===== src/rtl/sawad_pkg.sv =====
// Shared constants, types and helpers for the spark angle wrap and arm decision block.
package sawad_pkg;

  localparam int CHANNELS_DEF  = 4;
  localparam int FRAC_BITS_DEF = 8;

  localparam int CH_W     = 2;
  localparam int ANGLE_W  = 24;
  localparam int SPAN_W   = 23;
  localparam int TIMER_W  = 32;
  localparam int DWELL_W  = 16;
  localparam int DIV_W    = 32;
  localparam int ACTION_W = 3;
  localparam int CFG_IDX_W  = 2;
  localparam int CFG_DATA_W = 24;

  localparam int S24_MAX = 8388607;
  localparam int S24_MIN = -8388608;

  localparam logic [CFG_IDX_W-1:0] REG_WRAP_LOW   = 2'd0;
  localparam logic [CFG_IDX_W-1:0] REG_WRAP_SPAN  = 2'd1;
  localparam logic [CFG_IDX_W-1:0] REG_ARM_MARGIN = 2'd2;

  localparam logic signed [ANGLE_W-1:0] WRAP_LOW_RST   = -24'sd23040;
  localparam logic [SPAN_W-1:0]         WRAP_SPAN_RST  = 23'd184320;
  localparam logic signed [ANGLE_W-1:0] ARM_MARGIN_RST = 24'sd15360;

  localparam logic [ACTION_W-1:0] ACT_NONE    = 3'd0;
  localparam logic [ACTION_W-1:0] ACT_ARM     = 3'd1;
  localparam logic [ACTION_W-1:0] ACT_REBUILD = 3'd2;
  localparam logic [ACTION_W-1:0] ACT_DISARM  = 3'd3;
  localparam logic [ACTION_W-1:0] ACT_DIVZERO = 3'd4;

  typedef struct packed {
    logic done;
  } div_stat_t;

  function automatic logic signed [ANGLE_W-1:0] sat24(input logic signed [ANGLE_W+1:0] v);
    logic signed [ANGLE_W-1:0] r;
    if (v > 26'(S24_MAX)) begin
      r = 24'(S24_MAX);
    end else if (v < $signed(26'(S24_MIN))) begin
      r = 24'(S24_MIN);
    end else begin
      r = v[ANGLE_W-1:0];
    end
    return r;
  endfunction

endpackage


===== src/rtl/sawad_wrap.sv =====
// Angle window wrap: +/- one span if outside, then saturate to 24 bits.
module sawad_wrap import sawad_pkg::*; (
  input  logic signed [ANGLE_W:0]   diff_i,
  input  logic signed [ANGLE_W-1:0] wrap_low_i,
  input  logic [SPAN_W-1:0]         wrap_span_i,
  output logic signed [ANGLE_W-1:0] wrapped_o
);

  logic signed [ANGLE_W+1:0] d_ext;
  logic signed [ANGLE_W+1:0] low_ext;
  logic signed [ANGLE_W+1:0] span_ext;
  logic signed [ANGLE_W+1:0] high_ext;
  logic signed [ANGLE_W+1:0] w;

  always_comb begin
    d_ext    = (ANGLE_W+2)'(diff_i);
    low_ext  = (ANGLE_W+2)'(wrap_low_i);
    span_ext = $signed({3'b000, wrap_span_i});
    high_ext = low_ext + span_ext;
    if (d_ext < low_ext) begin
      w = d_ext + span_ext;
    end else if (d_ext < high_ext) begin
      w = d_ext;
    end else begin
      w = d_ext - span_ext;
    end
    wrapped_o = sat24(w);
  end

endmodule


===== src/rtl/sawad_div.sv =====
// Restoring signed divider, one quotient bit per cycle, quotient saturated to 24 bits.
module sawad_div import sawad_pkg::*; #(
  parameter int FRAC_BITS = FRAC_BITS_DEF,
  localparam int NUM_W = 37 + FRAC_BITS
) (
  input  logic                      clk_i,
  input  logic                      rst_ni,
  input  logic                      start_i,
  input  logic signed [NUM_W-1:0]   num_i,
  input  logic signed [DIV_W-1:0]   den_i,
  output div_stat_t                 stat_o,
  output logic signed [ANGLE_W-1:0] quot_o
);

  localparam int MAG_W = NUM_W - 1;
  localparam int CNT_W = $clog2(MAG_W + 1);

  localparam logic [1:0] DV_IDLE = 2'd0;
  localparam logic [1:0] DV_RUN  = 2'd1;
  localparam logic [1:0] DV_FIN  = 2'd2;

  localparam logic [MAG_W-1:0] POS_LIM = MAG_W'(S24_MAX);
  localparam logic [MAG_W-1:0] NEG_LIM = MAG_W'(S24_MAX) + MAG_W'(1);

  logic [1:0]       st_q, st_d;
  logic [CNT_W-1:0] cnt_q, cnt_d;
  logic [MAG_W-1:0] quo_q, quo_d;
  logic [DIV_W-1:0] rem_q, rem_d;
  logic [DIV_W-1:0] den_q, den_d;
  logic             neg_q, neg_d;

  logic [MAG_W-1:0] num_abs;
  logic [DIV_W:0]   rem_sh;
  logic             ge;

  always_comb begin
    num_abs = num_i[NUM_W-1] ? MAG_W'(-num_i) : MAG_W'(num_i);
    rem_sh  = {rem_q, quo_q[MAG_W-1]};
    ge      = rem_sh >= {1'b0, den_q};

    st_d  = st_q;
    cnt_d = cnt_q;
    quo_d = quo_q;
    rem_d = rem_q;
    den_d = den_q;
    neg_d = neg_q;

    case (st_q)
      DV_IDLE: begin
        if (start_i) begin
          quo_d = num_abs;
          rem_d = '0;
          den_d = den_i[DIV_W-1] ? DIV_W'(-den_i) : DIV_W'(den_i);
          neg_d = num_i[NUM_W-1] ^ den_i[DIV_W-1];
          cnt_d = CNT_W'(MAG_W);
          st_d  = DV_RUN;
        end
      end
      DV_RUN: begin
        rem_d = ge ? DIV_W'(rem_sh - {1'b0, den_q}) : rem_sh[DIV_W-1:0];
        quo_d = {quo_q[MAG_W-2:0], ge};
        cnt_d = cnt_q - CNT_W'(1);
        if (cnt_q == CNT_W'(1)) begin
          st_d = DV_FIN;
        end
      end
      DV_FIN: begin
        st_d = DV_IDLE;
      end
      default: begin
        st_d = DV_IDLE;
      end
    endcase
  end

  always_comb begin
    if (!neg_q) begin
      quot_o = (quo_q > POS_LIM) ? ANGLE_W'(S24_MAX) : $signed(quo_q[ANGLE_W-1:0]);
    end else begin
      quot_o = (quo_q > NEG_LIM) ? ANGLE_W'(S24_MIN) : $signed(-quo_q[ANGLE_W-1:0]);
    end
    stat_o.done = (st_q == DV_FIN);
  end

  always_ff @(posedge clk_i or negedge rst_ni) begin
    if (!rst_ni) begin
      st_q  <= DV_IDLE;
      cnt_q <= '0;
    end else begin
      st_q  <= st_d;
      cnt_q <= cnt_d;
    end
  end

  always_ff @(posedge clk_i) begin
    quo_q <= quo_d;
    rem_q <= rem_d;
    den_q <= den_d;
    neg_q <= neg_d;
  end

endmodule


===== src/rtl/spark_angle_wrap_arm_decision.sv =====
// Top level: input capture, decision sequencer, armed flags and result register.
// Usage:
//   Input channel: in_valid_i / in_stall_o with one port per field. A transfer
//   happens on a rising edge with valid high and stall low. in_stall_o is high
//   from a transfer until that item's result is loaded into the output register.
//   Output channel: out_valid_o / out_stall_i; the result register holds its
//   value while out_stall_i is high, and the next item may be taken meanwhile.
//   Configuration: cfg_we_i writes cfg_data_i into register cfg_idx_i
//   (0 wrap_low, 1 wrap_span, 2 arm_margin); other indexes are dropped.
// Sequence:
//   Items that need a lead count (valid, disarmed channel, nonzero divisor) pass
//   through the wrap, divide and done states before out_valid_o, the
//   restoring divider retiring one quotient bit per cycle; all other items
//   skip the divide state. One item is in work at a time: a new item is taken
//   only after the last result is loaded into the result register, which
//   waits while that register still holds an earlier stalled result.
// Reset: rst_ni clears all armed flags, the sequencer and the output valid,
//   and loads the configuration registers with their reset values.
module spark_angle_wrap_arm_decision import sawad_pkg::*; #(
  parameter int CHANNELS  = CHANNELS_DEF,
  parameter int FRAC_BITS = FRAC_BITS_DEF
) (
  input  logic                      clk_i,
  input  logic                      rst_ni,
  input  logic                      cfg_we_i,
  input  logic [CFG_IDX_W-1:0]      cfg_idx_i,
  input  logic [CFG_DATA_W-1:0]     cfg_data_i,
  input  logic                      in_valid_i,
  output logic                      in_stall_o,
  input  logic [CH_W-1:0]           channel_i,
  input  logic signed [ANGLE_W-1:0] spark_angle_i,
  input  logic signed [ANGLE_W-1:0] base_angle_i,
  input  logic [TIMER_W-1:0]        timer_base_i,
  input  logic [DWELL_W-1:0]        dwell_i,
  input  logic signed [DIV_W-1:0]   divisor_i,
  input  logic                      target_zero_i,
  output logic                      out_valid_o,
  input  logic                      out_stall_i,
  output logic signed [ANGLE_W-1:0] wrapped_angle_o,
  output logic signed [ANGLE_W-1:0] lead_count_o,
  output logic [ACTION_W-1:0]       action_o
);

  localparam int NUM_W = 37 + FRAC_BITS;

  localparam logic [1:0] ST_IDLE = 2'd0;
  localparam logic [1:0] ST_WRAP = 2'd1;
  localparam logic [1:0] ST_DIV  = 2'd2;
  localparam logic [1:0] ST_DONE = 2'd3;

  logic [1:0]                st_q, st_d;
  logic [CHANNELS-1:0]       armed_q, armed_d;
  logic signed [ANGLE_W-1:0] wrap_low_q;
  logic [SPAN_W-1:0]         wrap_span_q;
  logic signed [ANGLE_W-1:0] arm_margin_q;

  logic [CH_W-1:0]           ch_q;
  logic signed [ANGLE_W:0]   diff_q;
  logic [TIMER_W-1:0]        sum_q;
  logic signed [DIV_W-1:0]   div_q;
  logic                      tzero_q;
  logic signed [ANGLE_W-1:0] wrap_q;
  logic signed [ANGLE_W-1:0] lead_q;

  logic                      out_valid_q;
  logic signed [ANGLE_W-1:0] out_wrap_q;
  logic signed [ANGLE_W-1:0] out_lead_q;
  logic [ACTION_W-1:0]       out_act_q;

  logic                      in_xfer;
  logic                      out_free;
  logic                      ch_ok;
  logic                      ch_armed;
  logic                      div_zero;
  logic                      div_start;
  logic signed [NUM_W-1:0]   sum_ext;
  logic signed [NUM_W-1:0]   num;
  logic signed [ANGLE_W-1:0] wrapped;
  logic signed [ANGLE_W-1:0] quot;
  div_stat_t                 div_stat;
  logic signed [ANGLE_W:0]   margin_diff;
  logic                      arm_hit;
  logic [ACTION_W-1:0]       act;

  sawad_wrap u_wrap (
    .diff_i      (diff_q),
    .wrap_low_i  (wrap_low_q),
    .wrap_span_i (wrap_span_q),
    .wrapped_o   (wrapped)
  );

  sawad_div #(
    .FRAC_BITS (FRAC_BITS)
  ) u_div (
    .clk_i   (clk_i),
    .rst_ni  (rst_ni),
    .start_i (div_start),
    .num_i   (num),
    .den_i   (div_q),
    .stat_o  (div_stat),
    .quot_o  (quot)
  );

  assign in_stall_o = (st_q != ST_IDLE);
  assign in_xfer    = in_valid_i && !in_stall_o;
  assign out_free   = !out_valid_q || !out_stall_i;

  always_comb begin
    ch_ok    = (int'(ch_q) < CHANNELS);
    ch_armed = 1'b0;
    for (int i = 0; i < CHANNELS; i++) begin
      if (int'(ch_q) == i) begin
        ch_armed = armed_q[i];
      end
    end
    div_zero  = (div_q == '0);
    sum_ext   = NUM_W'($signed(sum_q));
    num       = ((sum_ext <<< 5) - (sum_ext <<< 1)) <<< FRAC_BITS;
    div_start = (st_q == ST_WRAP) && ch_ok && !ch_armed && !div_zero;

    margin_diff = (ANGLE_W+1)'(wrap_q) - (ANGLE_W+1)'(lead_q);
    arm_hit     = margin_diff < (ANGLE_W+1)'(arm_margin_q);

    act = ACT_NONE;
    if (ch_ok) begin
      if (!ch_armed) begin
        if (div_zero) begin
          act = ACT_DIVZERO;
        end else if (arm_hit) begin
          act = ACT_ARM;
        end
      end else if (tzero_q) begin
        act = ACT_DISARM;
      end else begin
        act = ACT_REBUILD;
      end
    end

    armed_d = armed_q;
    st_d    = st_q;
    case (st_q)
      ST_IDLE: begin
        if (in_xfer) begin
          st_d = ST_WRAP;
        end
      end
      ST_WRAP: begin
        st_d = div_start ? ST_DIV : ST_DONE;
      end
      ST_DIV: begin
        if (div_stat.done) begin
          st_d = ST_DONE;
        end
      end
      ST_DONE: begin
        if (out_free) begin
          st_d = ST_IDLE;
          for (int i = 0; i < CHANNELS; i++) begin
            if (int'(ch_q) == i) begin
              if (act == ACT_ARM) begin
                armed_d[i] = 1'b1;
              end else if (act == ACT_DISARM) begin
                armed_d[i] = 1'b0;
              end
            end
          end
        end
      end
      default: begin
        st_d = ST_IDLE;
      end
    endcase
  end

  always_ff @(posedge clk_i or negedge rst_ni) begin
    if (!rst_ni) begin
      st_q         <= ST_IDLE;
      armed_q      <= '0;
      out_valid_q  <= 1'b0;
      wrap_low_q   <= WRAP_LOW_RST;
      wrap_span_q  <= WRAP_SPAN_RST;
      arm_margin_q <= ARM_MARGIN_RST;
    end else begin
      st_q    <= st_d;
      armed_q <= armed_d;
      if ((st_q == ST_DONE) && out_free) begin
        out_valid_q <= 1'b1;
      end else if (!out_stall_i) begin
        out_valid_q <= 1'b0;
      end
      if (cfg_we_i) begin
        case (cfg_idx_i)
          REG_WRAP_LOW:   wrap_low_q   <= $signed(cfg_data_i);
          REG_WRAP_SPAN:  wrap_span_q  <= cfg_data_i[SPAN_W-1:0];
          REG_ARM_MARGIN: arm_margin_q <= $signed(cfg_data_i);
          default: begin
          end
        endcase
      end
    end
  end

  always_ff @(posedge clk_i) begin
    if (in_xfer) begin
      ch_q    <= channel_i;
      diff_q  <= (ANGLE_W+1)'(spark_angle_i) - (ANGLE_W+1)'(base_angle_i);
      sum_q   <= timer_base_i + {12'd0, dwell_i, 4'd0};
      div_q   <= divisor_i;
      tzero_q <= target_zero_i;
      lead_q  <= '0;
    end
    if (st_q == ST_WRAP) begin
      wrap_q <= wrapped;
    end
    if ((st_q == ST_DIV) && div_stat.done) begin
      lead_q <= quot;
    end
    if ((st_q == ST_DONE) && out_free) begin
      out_wrap_q <= wrap_q;
      out_lead_q <= lead_q;
      out_act_q  <= act;
    end
  end

  assign out_valid_o     = out_valid_q;
  assign wrapped_angle_o = out_wrap_q;
  assign lead_count_o    = out_lead_q;
  assign action_o        = out_act_q;

endmodule

===== config.mk =====
export PLATFORM = sky130hd
export DESIGN_NAME = spark_angle_wrap_arm_decision
export DESIGN_NICKNAME = d
export VERILOG_FILES = /design/src/rtl/sawad_pkg.sv /design/src/rtl/sawad_wrap.sv /design/src/rtl/sawad_div.sv /design/src/rtl/spark_angle_wrap_arm_decision.sv
export SDC_FILE = /design/constraint.sdc
export NUM_CORES = 1
export LEC_CHECK = 0
export BUFFER_PORTS_ARGS = -buffer_cell sky130_fd_sc_hd__buf_2
export CELL_PAD_IN_SITES_DETAIL_PLACEMENT = 2
export CELL_PAD_IN_SITES_GLOBAL_PLACEMENT = 2
export CORE_AREA = 8 8 292 294
export DETAILED_ROUTE_END_ITERATION = 10
export DIE_AREA = 0 0 300 302
export PLACE_DENSITY_LB_ADDON = 0.1
export SYNTH_ARGS = -nofsm -noshare
export SYNTH_HDL_FRONTEND = slang
export SYNTH_SLANG_ARGS = --single-unit

===== constraint.sdc =====
create_clock -name clk_i -period 13.1 [get_ports clk_i]
set_input_delay 1.31 -clock clk_i [delete_from_list [all_inputs] [get_ports clk_i]]
set_output_delay 1.31 -clock clk_i [all_outputs]
set_load 0.02 [all_outputs]

==> flow_metrics.py <==
metrics = {
    "clock_network": {
        "cts_setup_buffers": 0,
        "clk_pin_slew_worst_paths_ps": 60,
        "root_buffer": "clkbuf_16",
        "clock-sinks": 386,
        "cts_buffers": 48,
        "clock_path_buffers": 3,
        "cts_tree": "yes",
        "htreeDepth": 2,
        "ctsResizeCount": 0,
        "holdBufCountCts": 0,
        "clk_latency_ps": 600,
    },
    "sta": {
        "fin_crit_sh_pct": 57.2,
        "slew_headroom_pct": 22.6,
        "finalCriticalPeriod_ps": 7490,
        "finalSetupViolations": 0,
        "report.final.slew_viol_count": 0,
        "clock_skew_ps": 21.7,
        "hold_viol_final": 0,
        "tns_ps": 0,
        "max_slew.worst_pin.slew_ps": 1160,
        "grt_setup_unrepaired": "no",
        "max_freq_ghz": 0.133,
    },
    "synthesis": {
        "syn_area_per_cell_um2": 9.63,
        "synth_nets": 3354,
        "synth.area.top_cells": "edfxtp_1, ha_1, dfrtp_1",
        "yosysMostFrequentCell": "edfxtp_1",
        "ys.flop_type": "edfxtp_1",
        "synth_top_area_cell": "edfxtp_1",
        "synth_edf_count": 300,
        "ys_seq_area_share_pct": 40.0,
        "ys_ff_latch": 386,
        "synth_area_mm2": 0.0280,
        "synthArstFlopShare_pct": 22.3,
        "synthDistinctLibCells": 103,
        "synth.top_cell.area_share_pct": 32.2,
        "synth_common_cells": "edfxtp_1, ha_1, inv_1, a21oi_1, o21ai_0",
        "yosysWarnings": 0,
        "synthCells": 2907,
    },
    "cells_and_area": {
        "fillers": 8960,
        "area_growth_pct": 13.7,
        "layout.nets": 3560,
        "drive_gt1_share_pct": 13.8,
        "fin_util_pct": 39.3,
    },
    "place": {
        "dp_hpwl_um": 72600,
        "portBuffers": 214,
        "place_congestion": 0.835,
    },
    "floorplanning": {
        "die-area_mm2": 0.0906,
        "start_util_pct": 34.6,
        "fp-row-count": 105,
        "die_x_um": 300,
        "core_mm2": 0.0809,
        "die_y_um": 302,
        "io_pins": 215,
    },
    "worst_setup_path": {
        "critPathCaptureType": "flop",
        "crit_type": "reg -> reg",
        "reg2reg_depth": 27,
        "critPathLaunchType": "flop",
        "arrival_ps": 7930,
        "required_ps": 13540,
        "cp_max_fo": 19,
    },
    "grt": {
        "grt_overflow": 0,
        "antenna_found_initial": 4,
        "track_usage_pct": 19.9,
        "grt_pass1_wl_um": 146000,
        "grt_pass1_vias": 26095,
        "grt_max_degree": 81,
    },
    "power": {
        "power_density_mw_per_mm2": 230,
        "pwr-share-comb_pct": 51.4,
        "intPower_mw": 4.13,
        "p_seq_share_pct": 30.4,
        "switching_power_mw": 3.18,
        "total_power_mw": 7.31,
        "leakagePower_nw": 13.3,
        "peakVddDrop_mv": 0.117,
        "swShare_pct": 43.5,
        "clkPwrFrac_pct": 18.2,
    },
    "route": {
        "drc": 0,
        "ant_nets": 0,
        "drt-total-wl_um": 91200,
        "vias": 23057,
        "first_iter_violations": 760,
        "vias_per_cell": 5.46,
        "dr.pass1.iters": 4,
        "wl_per_cell_um": 21.6,
    },
    "flow_run": {
        "cap_violations": 0,
    },
    "min_path": {
        "holdPathStages": 0,
        "hold_path_class": "reg -> reg",
    },
    "run_status": {
        "status": "finished clean",
    },
}
-- metal layers --
| layer | vias to the layer above | part of all wire, % | wire length [um] | track usage [%] |
|---|---|---|---|---|
| met3 | 146 | 2.8 | 2560 | 2.68 |
| met1 | 11561 | 40 | 36400 | 21.8 |
| li1 | 11067 | - | - | - |
| met4 | 0 | 3.2 | 2900 | 6.33 |
| met2 | 283 | 54 | 49400 | 39.0 |
| met5 | - | 0 | 0 | 0 |
-- critical path, stage by stage, from the launching register on --
cell and delay (ps):
dfrtp_1 410, ha_1 250, fa_1 420, a21o_1 200, a21oi_1 230, o21bai_1 90
a21oi_1 280, o21bai_1 130, a21oi_1 280, o211ai_1 160, a31oi_1 270, nor2b_1 80
o21ai_0 220, a21oi_1 150, a211o_1 320, ha_1 310, nand2_1 100, a2111oi_0 70
a21oi_1 160, o21ai_0 100, a211oi_1 280, mux2i_1 880, nor2_1 180, nand3_1 150
a21oi_1 40, o21ai_0 850, o21ai_2 460, a21oi_1 240
-- path summary, 6_finish.rpt --
| kind | start | to | slack (ps) |
|---|---|---|---|
| max in group asynchronous | rst_ni | wrap_low_q[6] | 11200 |
| worst max-delay path | wrap_span_q[0] | wrap_q[2] | 5610 |
| worst max register to register | wrap_span_q[0] | wrap_q[2] | 5610 |
| min in group asynchronous | rst_ni | armed_q[0] | 740 |
| worst min register to register | lead_q[5] | lead_count_o[5] | 470 |
| worst min-delay path | lead_q[5] | lead_count_o[5] | 470 |
-- power groups by stage --
stage                     registers (mW)  clock network, mW  logic [mW]
after floorplan                     2.15                  0        2.67
after global placement              2.24                  0        3.58
after detailed placement            2.25                  0        3.77
after CTS                           2.24               1.38        3.81
after global routing                2.27               1.41        4.21
final                               2.22               1.33        3.75
-- kinds of logic (layout without fill, tap and decap cells) --
group | Yosys count | after routing | synth area share, %
AO/OA/AOI/OAI | 883 | 883 | 20.1
multiplexers | 54 | 54 | 2.20
flip-flops | 386 | 386 | 40.0
buffers and inverters | 352 | 596 | 4.82
other | 0 | 4 | 0
XOR/XNOR | 197 | 197 | 6.22
adder cells (fa/ha/maj) | 285 | 285 | 12.9
AND/OR/NAND/NOR | 750 | 750 | 13.7
-- stage by stage --
| stage | instances | hold slack [ps] | area (um2) | setup WS, ps |
|---|---|---|---|---|
| 2_1_floorplan | 2907 | 426 | 28000 | 7370 |
| 3_3_place_gp | 4133 | 445 | 30200 | 5970 |
| 3_5_place_dp | 4133 | 450 | 30200 | 5640 |
| 4_1_cts | 4221 | 480 | 31800 | 5590 |
| 5_1_grt | 4221 | 497 | 31800 | 4840 |
| 6_report | 4225 | 472 | 31800 | 5610 |
-- layout make-up --
| class | instances | area (um2) | share of cell area [%] |
|---|---|---|---|
| clock inverters | 24 | 233 | 0.732 |
| diodes | 4 | 10.0 | 0.0315 |
| repair buffers | 233 | 1220 | 3.82 |
| inverters | 275 | 1030 | 3.24 |
| flip-flops and latches | 386 | 11200 | 35.2 |
| well taps | 1070 | 1340 | 4.21 |
| multi-input cells | 2169 | 15500 | 48.6 |
| clock buffers | 64 | 1320 | 4.16 |
-- sequential cells by signal, indices dropped and copies added (netlist names), 25 cells and up --
signal / flops
u_div.quo_q: 44
div_q: 32
sum_q: 32
u_div.den_q: 32
u_div.rem_q: 32
diff_q: 25
-- cell usage in the layout, fill, tap and decap left out, types with 15 or more instances in the layout --
cell type and instances:
edfxtp_1 300, ha_1 278, inv_1 275, a21oi_1 246, o21ai_0 224, buf_2 213, nor2_1 181, nand2_1 172
xnor2_1 149, a21o_1 71, nand3_1 67, dfrtp_1 66, nor3_1 57, clkbuf_16 50, mux2_2 49, xor2_1 46
nor2b_1 40, a211oi_1 37, nand2b_1 37, o21bai_1 34, o31ai_1 31, or3_1 31, a31oi_1 29, nand4_1 27
o21a_1 25, and3_1 20, dfstp_2 20, buf_4 20, and2_1 18, nor4_1 16, or2_2 15
Power figures use the tool's default switching activity.
